`config.mk`:
```
export PLATFORM = sky130hd
export DESIGN_NAME = s2kt_ctrl
export DESIGN_NICKNAME = d
export VERILOG_FILES = /design/src/hdl/s2kt_pkg.sv /design/src/hdl/s2kt_ctrl.sv
export SDC_FILE = /design/constraint.sdc
export NUM_CORES = 1
export LEC_CHECK = 0
export ABC_AREA = 1
export BUFFER_PORTS_ARGS = -buffer_cell sky130_fd_sc_hd__buf_2
export CAP_MARGIN = 40
export CORE_AREA = 2 2 53 55
export CTS_CLUSTER_SIZE = 20
export DETAILED_ROUTE_END_ITERATION = 10
export DIE_AREA = 0 0 55 57
export PLACE_DENSITY = 0.83
export SYNTH_ARGS = -nofsm -noshare
export SYNTH_HDL_FRONTEND = slang
export SYNTH_SLANG_ARGS = --single-unit
```
`constraint.sdc`:
```
create_clock -name clock -period 1.2 [get_ports clock]
set_clock_uncertainty 0.05 [all_clocks]
set_input_delay 0.12 -clock clock [delete_from_list [all_inputs] [get_ports clock]]
set_output_delay 0.12 -clock clock [all_outputs]
set_load 0.005 [all_outputs]
```
`src/hdl/s2kt_pkg.sv`:
```
`timescale 1ns / 1ps
package s2kt_pkg;

   localparam int COORD_BITS    = 16;
   localparam int TABLE_DEPTH_D = 1024;
   localparam int VIEW_BITS     = 7;
   localparam int COUNT_BITS    = 11;
   localparam int STATUS_BITS   = 3;
   localparam int CSR_IDX_BITS  = 1;
   localparam logic [VIEW_BITS-1:0] VIEW_RESET = VIEW_BITS'(8);

   typedef enum logic [1:0] {
      REQ_INSERT  = 2'd0,
      REQ_DELETE  = 2'd1,
      REQ_REFRESH = 2'd2
   } req_code_type;

   typedef enum logic [STATUS_BITS-1:0] {
      RSP_INSERTED  = 3'd0,
      RSP_PRESENT   = 3'd1,
      RSP_DELETED   = 3'd2,
      RSP_NOT_FOUND = 3'd3,
      RSP_FULL      = 3'd4,
      RSP_REFRESHED = 3'd5
   } rsp_code_type;

   typedef enum logic [CSR_IDX_BITS-1:0] {
      CSR_VIEW_WIDTH  = 1'd0,
      CSR_VIEW_HEIGHT = 1'd1
   } csr_code_type;

   typedef struct packed {
      logic [1:0]                   req_type;
      logic signed [COORD_BITS-1:0] key_x;
      logic signed [COORD_BITS-1:0] key_y;
   } req_payload_type;

   typedef struct packed {
      logic [STATUS_BITS-1:0] status;
      logic [COUNT_BITS-1:0]  entry_count;
   } rsp_payload_type;

   typedef enum logic [2:0] {
      RD_NONE, RD_MID, RD_LO, RD_IDX, RD_IDX_M1
   } rd_sel_type;

   typedef enum logic [2:0] {
      WR_NONE, WR_KEY_LO, WR_DATA_IDX, WR_DATA_IDX_M1, WR_DATA_W
   } wr_sel_type;

   typedef struct packed {
      logic                   load_req;
      logic                   load_rect_key;
      logic                   search_init;
      logic                   search_step;
      rd_sel_type             rd_sel;
      wr_sel_type             wr_sel;
      logic                   idx_used;
      logic                   idx_lo_p1;
      logic                   idx_inc;
      logic                   idx_dec;
      logic                   prune_init;
      logic                   w_inc;
      logic                   used_inc;
      logic                   used_dec;
      logic                   used_from_w;
      logic                   changed_clr;
      logic                   row_clr;
      logic                   row_inc;
      logic                   col_clr;
      logic                   col_inc;
      logic                   cam_load;
      logic                   rsp_load;
      logic [STATUS_BITS-1:0] rsp_status;
   } cmd_type;

   typedef struct packed {
      logic lo_lt_hi;
      logic lo_lt_used;
      logic hit;
      logic full;
      logic idx_gt_lo;
      logic idx_lt_used;
      logic keep;
      logic changed;
      logic cam_moved;
      logic row_lt_h;
      logic y_ok;
      logic col_lt_w;
      logic x_ok;
      logic out_free;
   } stat_type;

endpackage

```
`src/hdl/s2kt_ctrl.sv`:
```
`timescale 1ns / 1ps
module s2kt_ctrl (
   input  logic                clock,
   input  logic                reset,
   input  logic                req_valid,
   input  logic [1:0]          req_type,
   output logic                req_stall,
   input  s2kt_pkg::stat_type  stat,
   output s2kt_pkg::cmd_type   cmd
);
   import s2kt_pkg::*;

   typedef enum logic [3:0] {
      S_IDLE, S_SCHK, S_SWAIT, S_HCHK, S_UP_CHK, S_UP_WR, S_DN_CHK, S_DN_WR,
      S_REF, S_P_CHK, S_P_EVAL, S_CAM, S_ROW, S_COL, S_FIN
   } state_type;

   typedef enum logic [1:0] {M_INS, M_DEL, M_RECT} mode_type;

   state_type    state_ff, state_in;
   mode_type     mode_ff, mode_in;
   rsp_code_type code_ff, code_in;

   assign req_stall = state_ff != S_IDLE;

   always_comb begin
      cmd          = '0;
      cmd.rd_sel   = RD_NONE;
      cmd.wr_sel   = WR_NONE;
      cmd.rsp_status = code_ff;
      state_in     = state_ff;
      mode_in      = mode_ff;
      code_in      = code_ff;
      case (state_ff)
         S_IDLE: begin
            if (req_valid) begin
               cmd.load_req = 1'b1;
               if (req_type == REQ_INSERT || req_type == REQ_DELETE) begin
                  cmd.search_init = 1'b1;
                  if (req_type == REQ_INSERT) begin
                     mode_in = M_INS;
                  end else begin
                     mode_in = M_DEL;
                  end
                  state_in = S_SCHK;
               end else begin
                  state_in = S_REF;
               end
            end
         end
         S_SCHK: begin
            if (stat.lo_lt_hi) begin
               cmd.rd_sel = RD_MID;
               state_in   = S_SWAIT;
            end else begin
               cmd.rd_sel = RD_LO;
               state_in   = S_HCHK;
            end
         end
         S_SWAIT: begin
            cmd.search_step = 1'b1;
            state_in        = S_SCHK;
         end
         S_HCHK: begin
            if (mode_ff == M_DEL) begin
               if (!stat.hit) begin
                  code_in  = RSP_NOT_FOUND;
                  state_in = S_FIN;
               end else begin
                  cmd.idx_lo_p1 = 1'b1;
                  state_in      = S_DN_CHK;
               end
            end else if (stat.hit || stat.full) begin
               if (mode_ff == M_RECT) begin
                  cmd.col_inc = 1'b1;
                  state_in    = S_COL;
               end else begin
                  if (stat.hit) begin
                     code_in = RSP_PRESENT;
                  end else begin
                     code_in = RSP_FULL;
                  end
                  state_in = S_FIN;
               end
            end else begin
               cmd.idx_used = 1'b1;
               state_in     = S_UP_CHK;
            end
         end
         S_UP_CHK: begin
            if (stat.idx_gt_lo) begin
               cmd.rd_sel = RD_IDX_M1;
               state_in   = S_UP_WR;
            end else begin
               cmd.wr_sel   = WR_KEY_LO;
               cmd.used_inc = 1'b1;
               if (mode_ff == M_RECT) begin
                  cmd.col_inc = 1'b1;
                  state_in    = S_COL;
               end else begin
                  code_in  = RSP_INSERTED;
                  state_in = S_FIN;
               end
            end
         end
         S_UP_WR: begin
            cmd.wr_sel  = WR_DATA_IDX;
            cmd.idx_dec = 1'b1;
            state_in    = S_UP_CHK;
         end
         S_DN_CHK: begin
            if (stat.idx_lt_used) begin
               cmd.rd_sel = RD_IDX;
               state_in   = S_DN_WR;
            end else begin
               cmd.used_dec = 1'b1;
               code_in      = RSP_DELETED;
               state_in     = S_FIN;
            end
         end
         S_DN_WR: begin
            cmd.wr_sel  = WR_DATA_IDX_M1;
            cmd.idx_inc = 1'b1;
            state_in    = S_DN_CHK;
         end
         S_REF: begin
            if (stat.changed) begin
               cmd.prune_init = 1'b1;
               state_in       = S_P_CHK;
            end else begin
               state_in = S_CAM;
            end
         end
         S_P_CHK: begin
            if (stat.idx_lt_used) begin
               cmd.rd_sel = RD_IDX;
               state_in   = S_P_EVAL;
            end else begin
               cmd.used_from_w = 1'b1;
               cmd.changed_clr = 1'b1;
               state_in        = S_CAM;
            end
         end
         S_P_EVAL: begin
            if (stat.keep) begin
               cmd.wr_sel = WR_DATA_W;
               cmd.w_inc  = 1'b1;
            end
            cmd.idx_inc = 1'b1;
            state_in    = S_P_CHK;
         end
         S_CAM: begin
            if (stat.cam_moved) begin
               cmd.row_clr = 1'b1;
               state_in    = S_ROW;
            end else begin
               code_in  = RSP_REFRESHED;
               state_in = S_FIN;
            end
         end
         S_ROW: begin
            if (!stat.row_lt_h) begin
               cmd.cam_load = 1'b1;
               code_in      = RSP_REFRESHED;
               state_in     = S_FIN;
            end else if (stat.y_ok) begin
               cmd.col_clr = 1'b1;
               state_in    = S_COL;
            end else begin
               cmd.row_inc = 1'b1;
            end
         end
         S_COL: begin
            if (!stat.col_lt_w) begin
               cmd.row_inc = 1'b1;
               state_in    = S_ROW;
            end else if (stat.x_ok) begin
               cmd.load_rect_key = 1'b1;
               cmd.search_init   = 1'b1;
               mode_in           = M_RECT;
               state_in          = S_SCHK;
            end else begin
               cmd.col_inc = 1'b1;
            end
         end
         S_FIN: begin
            if (stat.out_free) begin
               cmd.rsp_load = 1'b1;
               state_in     = S_IDLE;
            end
         end
         default: state_in = S_IDLE;
      endcase
   end

   always_ff @(posedge clock) begin
      if (reset) begin
         state_ff <= S_IDLE;
         mode_ff  <= M_INS;
         code_ff  <= RSP_INSERTED;
      end else begin
         state_ff <= state_in;
         mode_ff  <= mode_in;
         code_ff  <= code_in;
      end
   end

endmodule

```
* After elaboration in Yosys (flattened, before gate mapping)
Cells that the tools add are included.
** Operators by class
- Equality and inequality tests :: 32
- Multiplexer cells :: 87
- Reduce and logical (&&, ||, !) cells :: 12
** Operators with widths (count)
- one-hot mux 4 bit (15 select lines) :: 1
- 2-to-1 mux 4 bit :: 12
- 2-to-1 mux 1 bit :: 40
- 2-to-1 mux 3 bit :: 12
- 2-to-1 mux 2 bit :: 15
- == test 4 bit, second input constant :: 7
- != test 2 bit, second input constant :: 10
- == test 4 x 3 -> 1 bit, second input constant :: 4
- != test 3 bit, second input constant :: 5
- one-hot mux 3 bit (5 select lines) :: 1
- one-hot mux 3 bit (4 select lines) :: 1
- one-hot mux 3 bit (3 select lines) :: 1
- AND reduction 9 bit :: 1
- == test 4 x 2 -> 1 bit, second input constant :: 2
- AND reduction 5 bit :: 1
- nonzero test 5 bit :: 1
- == test 2 x 1 -> 1 bit, second input constant :: 2
- == test 4 x 1 -> 1 bit, second input constant :: 1
- logical NOT 4 bit :: 1
- one-hot mux 1 bit (2 select lines) :: 2
- one-hot mux 2 bit (2 select lines) :: 1
- AND reduction 4 bit :: 1
- nonzero test 4 bit :: 1
- OR reduction 2 bit :: 2
- other kinds (5) :: 6
** Word-level totals
- Register bits after elaboration :: 9
- Input port bits :: 19
- Output and inout port bits :: 30

* Depth between registers and ports, before layout
Gate-level depths: netlist of the first run.
- Depth after elaboration :: 5
- Mapped depth :: 10
- Mapped depth without buffers :: 10

* Worst setup path before layout of the first run
Ideal clock, no wire load.
- Path kind :: flip-flop to flip-flop
- Start point :: reg state_ff[2]
- End point :: reg code_ff[0]
- Library setup time :: 0.113 ns
- Arrival time :: 1.134 ns
- Required time :: 1.037 ns
- Setup slack :: -0.097 ns
- Cell stages (with the launch flop) :: 10
- Clock period less this slack :: 1.297 ns
- Path through :: dfxtp_1 > inv_2 > nand2_1 > nor2_1 > nor2_2 > nand3_1 > nand3_2 > nand2_1 > nand2_1 > nor2_1
** Between the ends
- Word-level cells in the longest chain between the ends :: 3
- Elaborated cells on any way between the ends :: 16
- Those cells by class :: 13 x eq/ne; 1 x mux; 2 x reduce/logical
** Ends and longest elaborated chain
- from (decl) :: RTL line s2kt_ctrl.sv:20 : state_type state_ff, state_in;
- from (signal assigned) :: RTL line s2kt_ctrl.sv:202 : state_ff <= state_in;
- == test 4 x 2 -> 1 bit, or another cell as far along :: RTL line s2kt_ctrl.sv:34 : case (state_ff)
- != test 3 bit (no line), or another cell as far along
- AND reduction 9 bit (no line)
- to (signal assigned) :: RTL line s2kt_ctrl.sv:204 : code_ff <= code_in;
- to (decl) :: RTL line s2kt_ctrl.sv:22 : rsp_code_type code_ff, code_in;
Parallel ways exist; a longest one is shown, timed or not.
A chain may end at the register's enable or synchronous reset.

==> impl_metrics.csv, run 1 <==
group,metric,value,unit
critical_path,end_kind,"output port",
clock_tree,clk_latency,270,ps
pwr,power.share.clock,7.7,%
drt,wire_per_inst,13.2,um
job,max_cap_viol_count,0,
final_layout,layout-drive-gt1-share,52.8,%
floorplanning,rows,19,
floorplanning,die_w,55,um
floorplanning,coreArea,2620,sq um
critical_path,crit_arrival,1450,ps
critical_path,cp_max_fo,5,
critical_path,critPathLaunchType,"flip-flop",
pwr,switching_share,49.4,%
synthesis,netlist_instances,195,
synthesis,ys_types,20,
run_status,status,"finished, violations left",
floorplanning,io_pins,49,
drt,drt_iter0_markers,48,
synthesis,synth_top_cell_area_share,22.9,%
synthesis,ys_seq_area_share,18.3,%
global_route,grt_overflow,0,
critical_path,cp.required,1030,ps
final_layout,most-common-layout-cells,"49 x nand2_1, 46 x buf_2, 32 x buf_4",
pwr,leakagePower,1.12,nW
clock_tree,holdBufCountCts,0,
timing,fin_crit_sh,135,%
pwr,p_switching,1.54,mW
place,dp_hpwl,2770,um
floorplanning,start_util,37.7,%
final_layout,syn_to_final_growth,87.8,%
place,dp_slack,-214,ps
clock_tree,cts.sinks,9,
global_route,grt_max_degree,8,
run_status,violations,"setup timing",
global_route,first_global_vias,1439,
synthesis,ys_seq_elements,9,
clock_tree,cts_tree,"built",
timing,final-setup-viol-count,36,
drt,routed_wl,4160,um
pwr,p_int,1.58,mW
final_layout,fin_cells,315,
timing,tightest_slew,222,ps
timing,maxSlewViolCount,0,
drt,firstDrtPassIters,4,
place,port_buffers,47,
drt,antenna_left,0,
global_route,grt_first_pass_wirelength,5960,um
final_layout,layout_commonest_cell,"nand2_1",
place,dp_cells,302,
clock_tree,cts_buffer_depth,2,
place,routabilityCongestion,0.920,
clock_tree,numCtsBuffers,3,
drt,viasPerCell,5.02,
pwr,power.total,3.12,mW
synthesis,synthTopCellsByArea,"nand2_1 23%, dfxtp_1 18%, nor2_1 16%, inv_1 13%, nand3_1 8.6%",
critical_path,critPathKind,"reg -> out",
final_layout,antenna_cells,0,
pwr,p_per_area,1690,nW/um^2
pwr,p_comb_share,71.8,%
floorplanning,die_y,57,um
pwr,p_seq_share,20.5,%
place,placedInstanceArea,1510,sq um
hold_path,hp-class,"in -> reg",
timing,max_freq,618,MHz
global_route,grt_use_total,25.3,%
pwr,peakVddDrop,1840,uV
timing,maxSlewHeadroom,85.1,%
drt,via_count,1582,
clock_tree,clockRootBuffer,"clkbuf_4",
clock_tree,clkSlewWorstSetupHoldPaths,60,ps
synthesis,synth_top_area_cell,"nand2_1",
final_layout,nNetsFinal,304,
synthesis,synth.avg_cell_area,5.05,sq um
timing,setup_ws,-419,ps
floorplanning,dieArea,3140,sq um
final_layout,fin_area,1850,sq um
drt,remaining_drc_errors,0,
timing,post-route-min-period,1620,ps
timing,rsz0062_at_grt,"true",
clock_tree,h-tree-depth,1,
synthesis,ys_warn_count,0,
global_route,grt_antenna_before_repair,0,
synthesis,synth_area,985,sq um
timing,hold_viol,0,
synthesis,syn-num-nets,214,
-- area by class of cell --
type                    count  area [sq um]
multi-input cells         148           861
clock buffers               4          26.3
inverters                  36           155
fillers                   217           766
well taps                  31          38.8
flip-flops and latches      9           196
repair buffers             87           572
-- per-layer routing --
| metal | global-route usage [%] | vias up | wire length (um) |
|---|---|---|---|
| met3 | 4.45 | 17 | 290 |
| met4 | 10.1 | 0 | 110 |
| li1 | - | 783 | - |
| met2 | 43.4 | 72 | 2060 |
| met1 | 30.2 | 710 | 1700 |
| met5 | 0 | - | 0 |
-- power by group through the flow --
stage          combinational, mW  sequential (mW)  clock (mW)
2_1_floorplan              0.891            0.523           0
3_3_place_gp                1.60            0.532           0
3_5_place_dp                1.62            0.539           0
4_1_cts                     1.83            0.604       0.243
5_1_grt                     2.43            0.647       0.258
6_report                    2.24            0.638       0.241
-- cells by family (layout without fill, tap and decap cells) --
family / count (synthesis) / count (layout) / synth area share [%]
AO/OA/AOI/OAI: 16 / 16 / 9.15
flip-flops: 9 / 9 / 18.3
buffers and inverters: 38 / 127 / 15.2
AND/OR/NAND/NOR: 132 / 132 / 57.3
-- state kept, by name (all words and copies together) (netlist names) --
name and count:
state_ff 4, code_ff 3, mode_ff 2
-- worst max-delay path: stages (launching register included) --
cell and delay, ps:
dfxtp_4 390, nor2_4 210, nand3b_1 190, nor2_2 190, inv_2 50, nand2_1 50
buf_2 100
-- timing repair --
item / CTS / global route
pin swaps: 5 / 7
endpoints found under the setup margin: 36 / 36
resized for setup: 42 / 31
setup buffers: 5 / 4
hold endpoints to repair: 0 / 0
-- cells in the mapped netlist, drive strengths merged --
library cell  count
o31ai             1
o21ai             7
dfxtp             9
nor2             48
nand3            18
a21oi             5
inv              36
o22ai             1
a211oi            1
nand2            62
nand3b            2
nor3              1
o221ai            1
buf               2
nand4             1
-- stage by stage --
step | utilization, % | TNS [ps] | hold slack [ps]
final | 70.7 | -9760 | 33.1
after global routing | 70.7 | -12380 | 50.9
after CTS | 65.3 | -7630 | 34.5
after detailed placement | 57.8 | -2660 | 310
after global placement | 57.8 | -2500 | 303
after floorplan | - | 0 | 129
-- final timing paths --
check | from | to | cells after the start | slack [ps]
hold reg to reg | code_ff[2] | code_ff[2] | 4 | 470
hold / removal | reset | state_ff[0] | 2 | 30
setup / recovery | state_ff[0] | cmd[26] | 6 | -420
setup reg to reg | state_ff[0] | state_ff[0] | 9 | -290
No activity file was read; power rests on OpenSTA's default activity.
==> inputs of run 2 (changes only) <==
Settings changed: CORE_AREA 2 2 53 55 to 2 2 60 48, DIE_AREA 0 0 55 57 to 0 0 62 50, PLACE_DENSITY 0.83 to 0.84, SKIP_LAST_GASP from default to 1, SLEW_MARGIN from default to 20.
==> impl_metrics.csv, run 2 (synthesis gave the netlist of run 1 again) <==
group,metric,value,unit
global_route,grt_max_degree,8,
final_layout,layout-drive-gt1-share,60.8,%
clock_tree,clkSlewWorstSetupHoldPaths,70,ps
floorplanning,start_util,39.3,%
timing,setup_ws,-461,ps
clock_tree,cts.sinks,9,
timing,final-setup-viol-count,36,
critical_path,cp_max_fo,7,
hold_path,hp-class,"in -> reg",
pwr,leakagePower,1.17,nW
final_layout,syn_to_final_growth,110,%
timing,maxSlewViolCount,0,
clock_tree,clk_latency,280,ps
job,max_cap_viol_count,0,
timing,tightest_slew,301,ps
place,dp_slack,-189,ps
drt,firstDrtPassIters,7,
final_layout,utilization,82.5,%
critical_path,critPathLaunchType,"flip-flop",
drt,antenna_left,0,
clock_tree,cts_tree,"built",
clock_tree,cts_buffer_depth,2,
timing,post-route-min-period,1660,ps
clock_tree,clockRootBuffer,"clkbuf_4",
timing,fin_crit_sh,138,%
timing,maxSlewHeadroom,79.7,%
timing,tns,-11480,ps
critical_path,cp.required,1330,ps
timing,max_freq,602,MHz
timing,hold_viol,0,
floorplanning,coreArea,2500,sq um
floorplanning,dieArea,3100,sq um
floorplanning,die_y,50,um
pwr,peakVddDrop,1230,uV
drt,viasPerCell,5.56,
global_route,first_global_vias,1547,
drt,routed_wl,5770,um
critical_path,critPathKind,"reg -> reg",
drt,drt_iter0_markers,154,
pwr,p_per_area,1740,nW/um^2
final_layout,nNetsFinal,311,
final_layout,antenna_cells,0,
global_route,grt_use_total,31.7,%
final_layout,regMostFlops,"state_ff",
floorplanning,rows,16,
global_route,grt_first_pass_wirelength,7250,um
drt,remaining_drc_errors,0,
final_layout,most-common-layout-cells,"42 x nand2_1, 42 x buf_2, 39 x buf_4",
timing,worst_hold_slack,16.7,ps
pwr,power.total,3.58,mW
final_layout,largest_register_ffs,4,
run_status,violations,"setup timing",
clock_tree,holdBufCountCts,0,
global_route,grt_antenna_before_repair,0,
place,dp_hpwl,2830,um
floorplanning,io_pins,49,
clock_tree,h-tree-depth,1,
critical_path,crit_arrival,1790,ps
timing,rsz0062_at_grt,"true",
global_route,grt_overflow,0,
run_status,status,"finished, violations left",
clock_tree,numCtsBuffers,3,
place,port_buffers,47,
floorplanning,die_w,62,um
drt,wire_per_inst,17.6,um
critical_path,end_kind,"flip-flop",
drt,via_count,1819,
place,routabilityCongestion,0.998,
final_layout,reg_top3,"state_ff x4, code_ff x3, mode_ff x2",
## run 2: cell types whose count changed in the layout (fill, tap and decap cells not counted), moves of 2 or more
cell     previous run  this run
buf_4              32        39
nand2_1            49        42
inv_2               2         8
inv_1              28        23
nor2_1             26        21
nor2_4             11        16
buf_2              46        42
nand2_2             8        12
buf_6               9        12
inv_4               4         1
nand2_4             5         7
nand3_1            11         9
## run 2: report_power, final
part	leakage [nW]	switching, mW	internal [mW]	total [mW]
sequential	0.0775	0.283	0.428	0.711
combinational	1.08	1.48	1.13	2.61
clock	0.0150	0.128	0.129	0.257
## run 2: layout make-up
cell class / instances / area (sq um)
clock buffers: 4 / 26.3
fillers: 155 / 439
inverters: 36 / 160
multi-input cells: 148 / 973
flip-flops and latches: 9 / 200
well taps: 36 / 45.0
repair buffers: 94 / 658
## run 2: critical path, cell delays in order, from the launching register on
cell     delay [ps]
dfxtp_4         400
inv_6           100
nor2_4           60
buf_4           150
nand3_1         100
nand2_1          90
nor2_1          220
nand3_4         150
nor2_1          160
nor2_2           60
## run 2: path summary, 6_finish.rpt
path	startpoint	end	slack, ps	cells past startpoint
setup / recovery	state_ff[2]	code_ff[1]	-460	9
hold / removal	reset	mode_ff[0]	20	2
setup reg to reg	state_ff[2]	code_ff[1]	-460	9
hold reg to reg	code_ff[0]	code_ff[0]	540	4
## run 2: per-layer routing
metal	track usage, %	share of wire, %	vias to the layer above
li1	-	-	792
met1	42.1	38	816
met2	47.0	45	161
met3	6.82	11	50
met4	15.6	5.9	0
met5	0	0	-
## run 2: stage by stage
step	instances	cell area, sq um
after floorplan	195	1020
after global placement	307	1520
after detailed placement	307	1520
after CTS	320	1770
after global routing	327	2060
final	327	2060
## run 2: repair_timing
item | CTS | global route
pin swaps | 19 | 23
endpoints found under the hold margin | 0 | 0
gates resized for setup | 51 | 61
setup buffers | 11 | 7
endpoints found under the setup margin | 36 | 36
==> inputs of run 3 (changes only) <==
Settings changed: CORE_AREA 2 2 60 48 to 4 4 61 49, CTS_BUF_LIST from default to sky130_fd_sc_hd__clkbuf_4, DIE_AREA 0 0 62 50 to 0 0 65 53, PLACE_DENSITY 0.84 to 0.87.
==> impl_metrics.csv, run 3 (synthesis gave the netlist of run 1 again) <==
group,metric,value,unit
run_status,status,"finished, violations left",
run_status,violations,"setup timing",
critical_path,cp.required,1030,ps
timing,setup_ws,-473,ps
timing,rsz0062_at_grt,"true",
place,placedInstanceArea,1520,sq um
hold_path,hp-start,"reset",
drt,drt_iter0_markers,178,
place,routabilityCongestion,0.946,
critical_path,critPathLaunchType,"flip-flop",
final_layout,antenna_cells,0,
clock_tree,clkSlewWorstSetupHoldPaths,60,ps
drt,firstDrtPassIters,5,
final_layout,largest_register_ffs,4,
timing,final-setup-viol-count,36,
drt,viasPerCell,5.39,
floorplanning,coreArea,2460,sq um
final_layout,most-common-layout-cells,"47 x nand2_1, 46 x buf_2, 37 x buf_4",
pwr,leakagePower,1.21,nW
final_layout,layout_commonest_cell,"nand2_1",
critical_path,end_kind,"output port",
clock_tree,clk_latency,260,ps
global_route,grt_use_total,26.5,%
final_layout,layout-drive-gt1-share,56.5,%
drt,remaining_drc_errors,0,
clock_tree,clockRootBuffer,"clkbuf_4",
floorplanning,die_w,65,um
global_route,grt_max_degree,8,
timing,tightest_slew,270,ps
job,max_cap_viol_count,0,
drt,antenna_left,0,
global_route,grt_antenna_before_repair,0,
critical_path,crit_arrival,1500,ps
final_layout,syn_to_final_growth,100,%
timing,worst_hold_slack,47.0,ps
floorplanning,start_util,40.0,%
critical_path,cp-startpoint,"state_ff[2]",
floorplanning,die_y,53,um
final_layout,nNetsFinal,312,
floorplanning,io_pins,49,
clock_tree,holdBufCountCts,0,
critical_path,cp_cell_sequence,"inv_4, nand2_2, nor2_4, nand2_1, buf_4, inv_1, buf_2",
pwr,p_per_area,1720,nW/um^2
clock_tree,cts_tree,"built",
pwr,peakVddDrop,1190,uV
place,dp_cells,307,
final_layout,regMostFlops,"state_ff",
drt,routed_wl,5280,um
timing,maxSlewViolCount,0,
global_route,grt_first_pass_wirelength,7020,um
place,dp_slack,-204,ps
place,port_buffers,47,
final_layout,reg_top3,"state_ff x4, code_ff x3, mode_ff x2",
timing,post-route-min-period,1670,ps
critical_path,slowest_delay,390,ps
floorplanning,rows,16,
clock_tree,h-tree-depth,1,
final_layout,fin_area,1970,sq um
hold_path,hp-class,"in -> reg",
timing,max_freq,598,MHz
floorplanning,dieArea,3450,sq um
timing,maxSlewHeadroom,81.9,%
global_route,grt_overflow,0,
final_layout,fin_cells,328,
final_layout,utilization,80.0,%
clock_tree,cts_buffer_depth,2,
place,dp_hpwl,2740,um
drt,wire_per_inst,16.1,um
drt,via_count,1769,
critical_path,reg2reg_from,"state_ff[2]",
global_route,first_global_vias,1556,
timing,fin_crit_sh,139,%
clock_tree,numCtsBuffers,3,
critical_path,cp_max_fo,7,
clock_tree,cts.sinks,9,
critical_path,critPathKind,"reg -> out",
critical_path,crit_slowest_cell,"dfxtp_4",
timing,hold_viol,0,
-- run 3: path summary, 6_finish.rpt --
| path | endpoint | slack, ps | cells past startpoint |
|---|---|---|---|
| worst max-delay path | cmd[18] | -470 | 7 |
| worst min register to register | code_ff[2] | 470 | 4 |
| worst max register to register | state_ff[3] | -350 | 10 |
| worst min-delay path | mode_ff[0] | 50 | 2 |
-- run 3: report_power, final --
group | leakage (nW) | internal [mW] | switching [mW]
Clock | 0.0184 | 0.150 | 0.103
Combinational | 1.11 | 1.12 | 1.39
Sequential | 0.0772 | 0.426 | 0.195
-- run 3: through the flow --
stage / power (mW) / setup TNS (ps)
final: 3.38 / -11110
after global routing: 3.56 / -12980
after CTS: 2.78 / -7720
after detailed placement: 2.11 / -2690
after global placement: 2.08 / -2340
after floorplan: 1.41 / 0
-- run 3: layout make-up --
class | instances | area [sq um]
sequential | 9 | 198
tap | 36 | 45.0
fill | 161 | 493
clock buffer | 4 | 30.0
multi-input combinational | 148 | 880
inverter | 36 | 148
timing repair buffer | 95 | 669
-- run 3: worst max-delay path, delay by kind of cell, from the launching register on --
family                 cells  cell delay (ps)
buffers and inverters      4              440
AND/OR/NAND/NOR            3              430
flip-flops                 1              390
-- run 3: timing repair --
item	4_1_cts	5_1_grt
buffers inserted	12	7
gates resized for setup	44	34
gates cloned	0	0
pin swaps	14	12
endpoints found under the setup margin	36	36
-- run 3: per-layer routing --
metal	vias to the layer above	wire, um	track usage, %
met5	-	0	0
met4	0	356	12.3
met3	43	557	4.67
met2	143	2390	47.4
met1	788	1970	31.0
li1	795	-	-
